## config.mk

```make
export PLATFORM = sky130hd
export DESIGN_NAME = hcsa_back
export DESIGN_NICKNAME = d
export VERILOG_FILES = /design/src/hw/rtl/hcsa_pkg.sv /design/src/hw/rtl/hcsa_back.sv
export VERILOG_INCLUDE_DIRS = /design/src /design/src/hw/rtl
export SDC_FILE = /design/constraint.sdc
export NUM_CORES = 1
export LEC_CHECK = 0
export BUFFER_PORTS_ARGS = -buffer_cell sky130_fd_sc_hd__buf_2
export CAP_MARGIN = 10
export CORE_MARGIN = 3
export CORE_UTILIZATION = 35
export DETAILED_ROUTE_END_ITERATION = 6
export MAX_ROUTING_LAYER = met4
export RECOVER_POWER = 25
export SYNTH_ARGS = -nofsm -noshare
export SYNTH_HDL_FRONTEND = slang
export SYNTH_SLANG_ARGS = --single-unit
```

## constraint.sdc

```tcl
create_clock -name clk -period 10.7 [get_ports clk]
set_input_delay 1.605 -clock clk [delete_from_list [all_inputs] [get_ports clk]]
set_output_delay 1.605 -clock clk [all_outputs]
set_load 0.1 [all_outputs]
```

## src/hw/rtl/histogram_chi_square_accumulator_assert.svh

```systemverilog
// Assertion macros shared by the chi-square accumulator RTL.
// Needs a clock named clk and an active-low reset named arst_n in scope.
`ifndef HISTOGRAM_CHI_SQUARE_ACCUMULATOR_ASSERT_SVH
`define HISTOGRAM_CHI_SQUARE_ACCUMULATOR_ASSERT_SVH

// The consequent must hold in the same cycle as the trigger.
`define HCSA_ASSERT_SAME(label, trig, cons, msg) \
	label: assert property (@(posedge clk) disable iff (!arst_n) (trig) |-> (cons)) \
		else $error(msg);

// The consequent must hold in the cycle after the trigger.
`define HCSA_ASSERT_NEXT(label, trig, cons, msg) \
	label: assert property (@(posedge clk) disable iff (!arst_n) (trig) |=> (cons)) \
		else $error(msg);

`endif

```

## src/hw/rtl/hcsa_pkg.sv

```systemverilog
// Shared types and constants of the chi-square accumulator.
// No dependencies.
package hcsa_pkg;

	localparam int DATA_W        = 32;
	localparam int NUM_W         = 128;
	localparam int DEN_W         = 97;
	localparam int OUT_W         = 63;
	localparam int SUM_WIDTH_DEF = 63;
	localparam int QUEUE_DEPTH   = 2;
	// Numerators of the error and Pearson modes fit in the low 66 bits.
	localparam int NARROW_STEPS  = 66;
	localparam int NARROW_SHIFT  = NUM_W - NARROW_STEPS;

	// Register indexes of the configuration port.
	localparam logic [1:0] REG_MODE      = 2'd0;
	localparam logic [1:0] REG_OBS_TOTAL = 2'd1;
	localparam logic [1:0] REG_EXP_TOTAL = 2'd2;

	// Statistic modes.
	localparam logic [1:0] MODE_ERROR   = 2'd0;
	localparam logic [1:0] MODE_SHAPE   = 2'd1;
	localparam logic [1:0] MODE_PEARSON = 2'd2;

	// One classified bin, passed from the front end to the divider.
	typedef struct packed {
		logic              have;
		logic              wide;
		logic              last;
		logic [NUM_W-1:0]  num;
		logic [DEN_W-1:0]  den;
	} q_entry_t;

endpackage

```

## src/hw/rtl/hcsa_back.sv

```systemverilog
// Back end: restoring divider, saturating accumulator and result register.
// Depends on hcsa_pkg and the shared assertion macros.
`include "histogram_chi_square_accumulator_assert.svh"
module hcsa_back import hcsa_pkg::*; #(
	parameter int SUM_WIDTH = SUM_WIDTH_DEF
) (
	input  logic             clk,
	input  logic             arst_n,
	input  logic             pop_valid,
	output logic             pop_ready,
	input  q_entry_t         pop_entry,
	output logic             m_tvalid,
	input  logic             m_tready,
	output logic [71:0]      m_tdata
);

	localparam logic [1:0] B_IDLE = 2'd0;
	localparam logic [1:0] B_DIV  = 2'd1;
	localparam logic [1:0] B_ACC  = 2'd2;
	localparam int CNT_W = $clog2(NUM_W + 1);
	localparam logic [SUM_WIDTH-1:0] SUM_MAX = '1;

	logic [1:0]           state_q;
	logic [CNT_W-1:0]     cnt_q;
	logic [NUM_W-1:0]     n_q;
	logic [DEN_W-1:0]     d_q, r_q;
	logic [SUM_WIDTH-1:0] quo_q, sum_q;
	logic                 big_q, use_q, last_q, ovf_q, zd_q;
	logic                 out_valid_q;
	logic [OUT_W-1:0]     out_chi_q;
	logic                 out_ovf_q, out_zd_q;

	logic [DEN_W:0]       r_sh;
	logic                 qbit;
	logic [SUM_WIDTH:0]   sum_add;
	logic                 sat;
	logic [SUM_WIDTH-1:0] sum_new;
	logic                 ovf_new;
	logic [63:0]          sum_ext;
	logic                 emit;

	assign pop_ready = (state_q == B_IDLE);
	assign m_tvalid  = out_valid_q;
	assign m_tdata   = {7'd0, out_zd_q, out_ovf_q, out_chi_q};

	// One quotient bit per cycle.
	assign r_sh = {r_q, n_q[NUM_W-1]};
	assign qbit = (r_sh >= {1'b0, d_q});

	// Saturating add of the finished term.
	assign sum_add = {1'b0, sum_q} + {1'b0, quo_q};
	assign sat     = use_q && (big_q || sum_add[SUM_WIDTH]);
	assign sum_new = sat ? SUM_MAX : (use_q ? sum_add[SUM_WIDTH-1:0] : sum_q);
	assign ovf_new = ovf_q || sat;
	assign sum_ext = 64'(sum_new);
	assign emit    = (state_q == B_ACC) && last_q && (!out_valid_q || m_tready);

	always_ff @(posedge clk or negedge arst_n) begin
		if (!arst_n) begin
			state_q     <= B_IDLE;
			sum_q       <= '0;
			ovf_q       <= 1'b0;
			zd_q        <= 1'b0;
			out_valid_q <= 1'b0;
		end else begin
			if (out_valid_q && m_tready) begin
				out_valid_q <= 1'b0;
			end
			case (state_q)
				B_IDLE: begin
					if (pop_valid) begin
						if (pop_entry.have && pop_entry.den != '0) begin
							state_q <= B_DIV;
						end else begin
							state_q <= B_ACC;
							if (pop_entry.have) begin
								zd_q <= 1'b1;
							end
						end
					end
				end
				B_DIV: begin
					if (cnt_q == CNT_W'(1)) begin
						state_q <= B_ACC;
					end
				end
				B_ACC: begin
					if (!last_q) begin
						sum_q   <= sum_new;
						ovf_q   <= ovf_new;
						state_q <= B_IDLE;
					end else if (emit) begin
						sum_q       <= '0;
						ovf_q       <= 1'b0;
						zd_q        <= 1'b0;
						out_valid_q <= 1'b1;
						state_q     <= B_IDLE;
					end
				end
				default: state_q <= B_IDLE;
			endcase
		end
	end

	// Divider datapath and result register.
	always_ff @(posedge clk) begin
		if (state_q == B_IDLE && pop_valid) begin
			n_q    <= pop_entry.wide ? pop_entry.num : (pop_entry.num << NARROW_SHIFT);
			cnt_q  <= pop_entry.wide ? CNT_W'(NUM_W) : CNT_W'(NARROW_STEPS);
			d_q    <= pop_entry.den;
			r_q    <= '0;
			quo_q  <= '0;
			big_q  <= 1'b0;
			use_q  <= pop_entry.have && pop_entry.den != '0;
			last_q <= pop_entry.last;
		end else if (state_q == B_DIV) begin
			n_q   <= {n_q[NUM_W-2:0], 1'b0};
			cnt_q <= cnt_q - 1'b1;
			r_q   <= qbit ? DEN_W'(r_sh - {1'b0, d_q}) : DEN_W'(r_sh);
			quo_q <= {quo_q[SUM_WIDTH-2:0], qbit};
			big_q <= big_q || quo_q[SUM_WIDTH-1];
		end
		if (emit) begin
			out_chi_q <= sum_ext[63] ? '1 : sum_ext[OUT_W-1:0];
			out_ovf_q <= ovf_new;
			out_zd_q  <= zd_q;
		end
	end

	`HCSA_ASSERT_NEXT(a_clear_after_emit, emit, sum_q == '0 && !ovf_q && !zd_q, "sum not cleared")
	`HCSA_ASSERT_SAME(a_ovf_pinned, ovf_q, sum_q == SUM_MAX, "overflow without saturated sum")
	`HCSA_ASSERT_SAME(a_div_count, state_q == B_DIV, cnt_q != '0, "divider ran past its steps")

endmodule
```

==> results.tsv <==
metric	value	unit
status	finished, violations left	
failing checks	max-capacitance violations, max-slew violations	
initial core utilization	0.356	
Final Instance Area	0.0353	mm2
Via density	5.36	
DR DRC count	0	
CP Class	register to register	
post-synth top area cell	edfxtp_1	
gr usage total	0.200	
# port buffers	298	
Startpoint Class	register	
Slew @ Worst Pin	3320	ps
die area	0.0923	mm2
DP Area	0.0334	mm2
Synth Flop Type	edfxtp_1	
Post-synth ARST share	0.129	
Final Hold Violating Endpoints	0	
vias in the first global route	25100	
# Post-CTS Setup Buffers	0	
post-synth cell types	85	
Tmin final	4880	ps
worst hold-check path type	register to register	
Clk Latency, worst-skew pair	620	ps
CTS tree	done	
Post-synth EDFFs	300	
Mean Syn Cell Area	8.88	um2
fin util	0.405	
most common cell after layout, fill and taps aside	nand2_1	
fmax	0.205	GHz
iteration count of the initial detailed-routing pass	6	
Reg clk slew, reported paths	60	ps
worst rel slew slack	-1.21	
CTS Hold Bufs	0	
Max Cap Violations	3	
min-delay src	r_q[42]	
Netlist Area Pre-Place	0.0310	mm2
Die W	304	um
post-synthesis register bit count	529	
htree depth	3	
post-synthesis sequential area ratio	0.449	
Setup TNS	0	ps
HPWL after detailed placement	67.6	mm
Clock Sinks	529	
clock buffer depth	3	
worst vdd ir	0.000141	V
Synth Instances	3495	
Final Cycle Share	0.456	
Power Density	268	mW/mm2
Root Buffer	clkbuf_16	
top-level port count	306	
Area Growth Syn to Fin	13.8	%
DR iter-0 viols	2026	
first-pass GRT wire length	144	mm
worst clock skew	29.5	ps
DR vias	26300	
most frequent cells in the layout	nand2_1, a21oi_1, nor2_1	
Die H	304	um
CTS Buf Count	66	
initial antenna violation count	9	
final setup vio count	0	
worst flop-to-flop path startpoint	state_q[0]	
nets@finish	4080	
Ys Warns	0	
leakage	14.6	nW
Crit path required time	11220	ps
grt total ovfl	0	
RSZ-0062 raised after global routing	no	
Final ANT Viol Nets	0	
Max Slew Vio Count	144	
worst-path maximum fanout	63	
share of cells above drive strength 1	0.0961	
std cell rows	108	
drt total wl	92.4	mm
core area	0.0873	mm2
post_cts resized	0	
GP Congestion	0.929	
pin count of the biggest net entering global routing	189	
drt wl/cell	18.8	um
Worst setup startpoint	state_q[0]	
top cells by area, synth	edfxtp_1, dfxtp_1, ha_1	
Worst Setup End Kind	register	
WP data arrival	5400	ps
post-synth top area share	0.290	
power by group:
part           internal, mW  leakage (nW)  switching, mW  total, mW
combinational          1.19          8.48           2.72       3.91
clock                  1.30          1.02          0.897       2.19
sequential             3.01          5.06          0.342       3.36
logic make-up (layout without fill, tap and decap cells):
logic type      count (synthesis)  count (layout)  synth area share
simple gates                 1144            1144             0.160
xor+xnor                      156             156            0.0440
mux                            76              76            0.0246
other cells                     1              16          0.000121
buf+inv                       365             600            0.0481
compound gates               1060            1060             0.207
fa+ha+maj                     164             164            0.0666
flops                         529             529             0.449
cell type report:
class / instances / area [um2]
Inverter: 157 / 602
Clock buffer: 96 / 1880
Sequential cell: 529 / 13900
Multi-Input combinational cell: 2607 / 15700
Tap cell: 1155 / 1450
Fill cell: 8928 / 52000
Clock inverter: 24 / 208
Antenna cell: 9 / 22.5
Timing Repair Buffer: 323 / 1560
worst paths after layout:
kind	endpoint	slack, ps	cells after the start
worst min-delay path	r_q[42]	470	2
worst min register to register	r_q[42]	470	2
min in group asynchronous	sum_q[19]	1110	1
worst max-delay path	quo_q[50]	5820	5
max in group asynchronous	sum_q[62]	5910	2
worst max register to register	quo_q[50]	5820	5
routing by layer:
| metal | wire [um] | track usage | vias up |
|---|---|---|---|
| met4 | 2670 | 0.0656 | 0 |
| met1 | 43100 | 0.276 | 12400 |
| met2 | 40700 | 0.300 | 790 |
| li1 | - | - | 13000 |
| met5 | 0 | - | - |
| met3 | 5900 | 0.0333 | 133 |
state kept, by name (all words and copies together) (netlist names), 2 cells and up:
signal and cells:
state_q 2, out_chi_q 63, quo_q 63, sum_q 63, d_q 97, n_q 128
r_q 97, cnt_q 8
Yosys cell counts (75+ instances only):
cell type,count
mux2i_1,75
xnor2_1,87
o21ai_0,262
inv_1,157
a21oi_1,362
ha_1,162
edfxtp_1,300
a21o_1,76
nand3_1,99
clkbuf_1,154
nand2_1,506
nor2_1,319
dfxtp_1,161
worst max-delay path, stage by stage, from the launching register on:
cell and delay [ps]:
dfrtp_1 490, nor2b_1 440, clkbuf_1 1310, clkbuf_1 2140, nand2_1 180, o21ai_0 160
metrics by stage:
stage	setup slack [ps]	cells	total power [mW]	hold slack [ps]
2_1_floorplan	4410	3501	6.31	425
3_3_place_gp	5710	4768	7.27	462
3_5_place_dp	5890	4771	7.30	463
4_1_cts	5900	4891	9.54	470
5_1_grt	5160	4896	10.1	487
6_report	5820	4900	9.46	467
(Power assumes the default switching activity.)
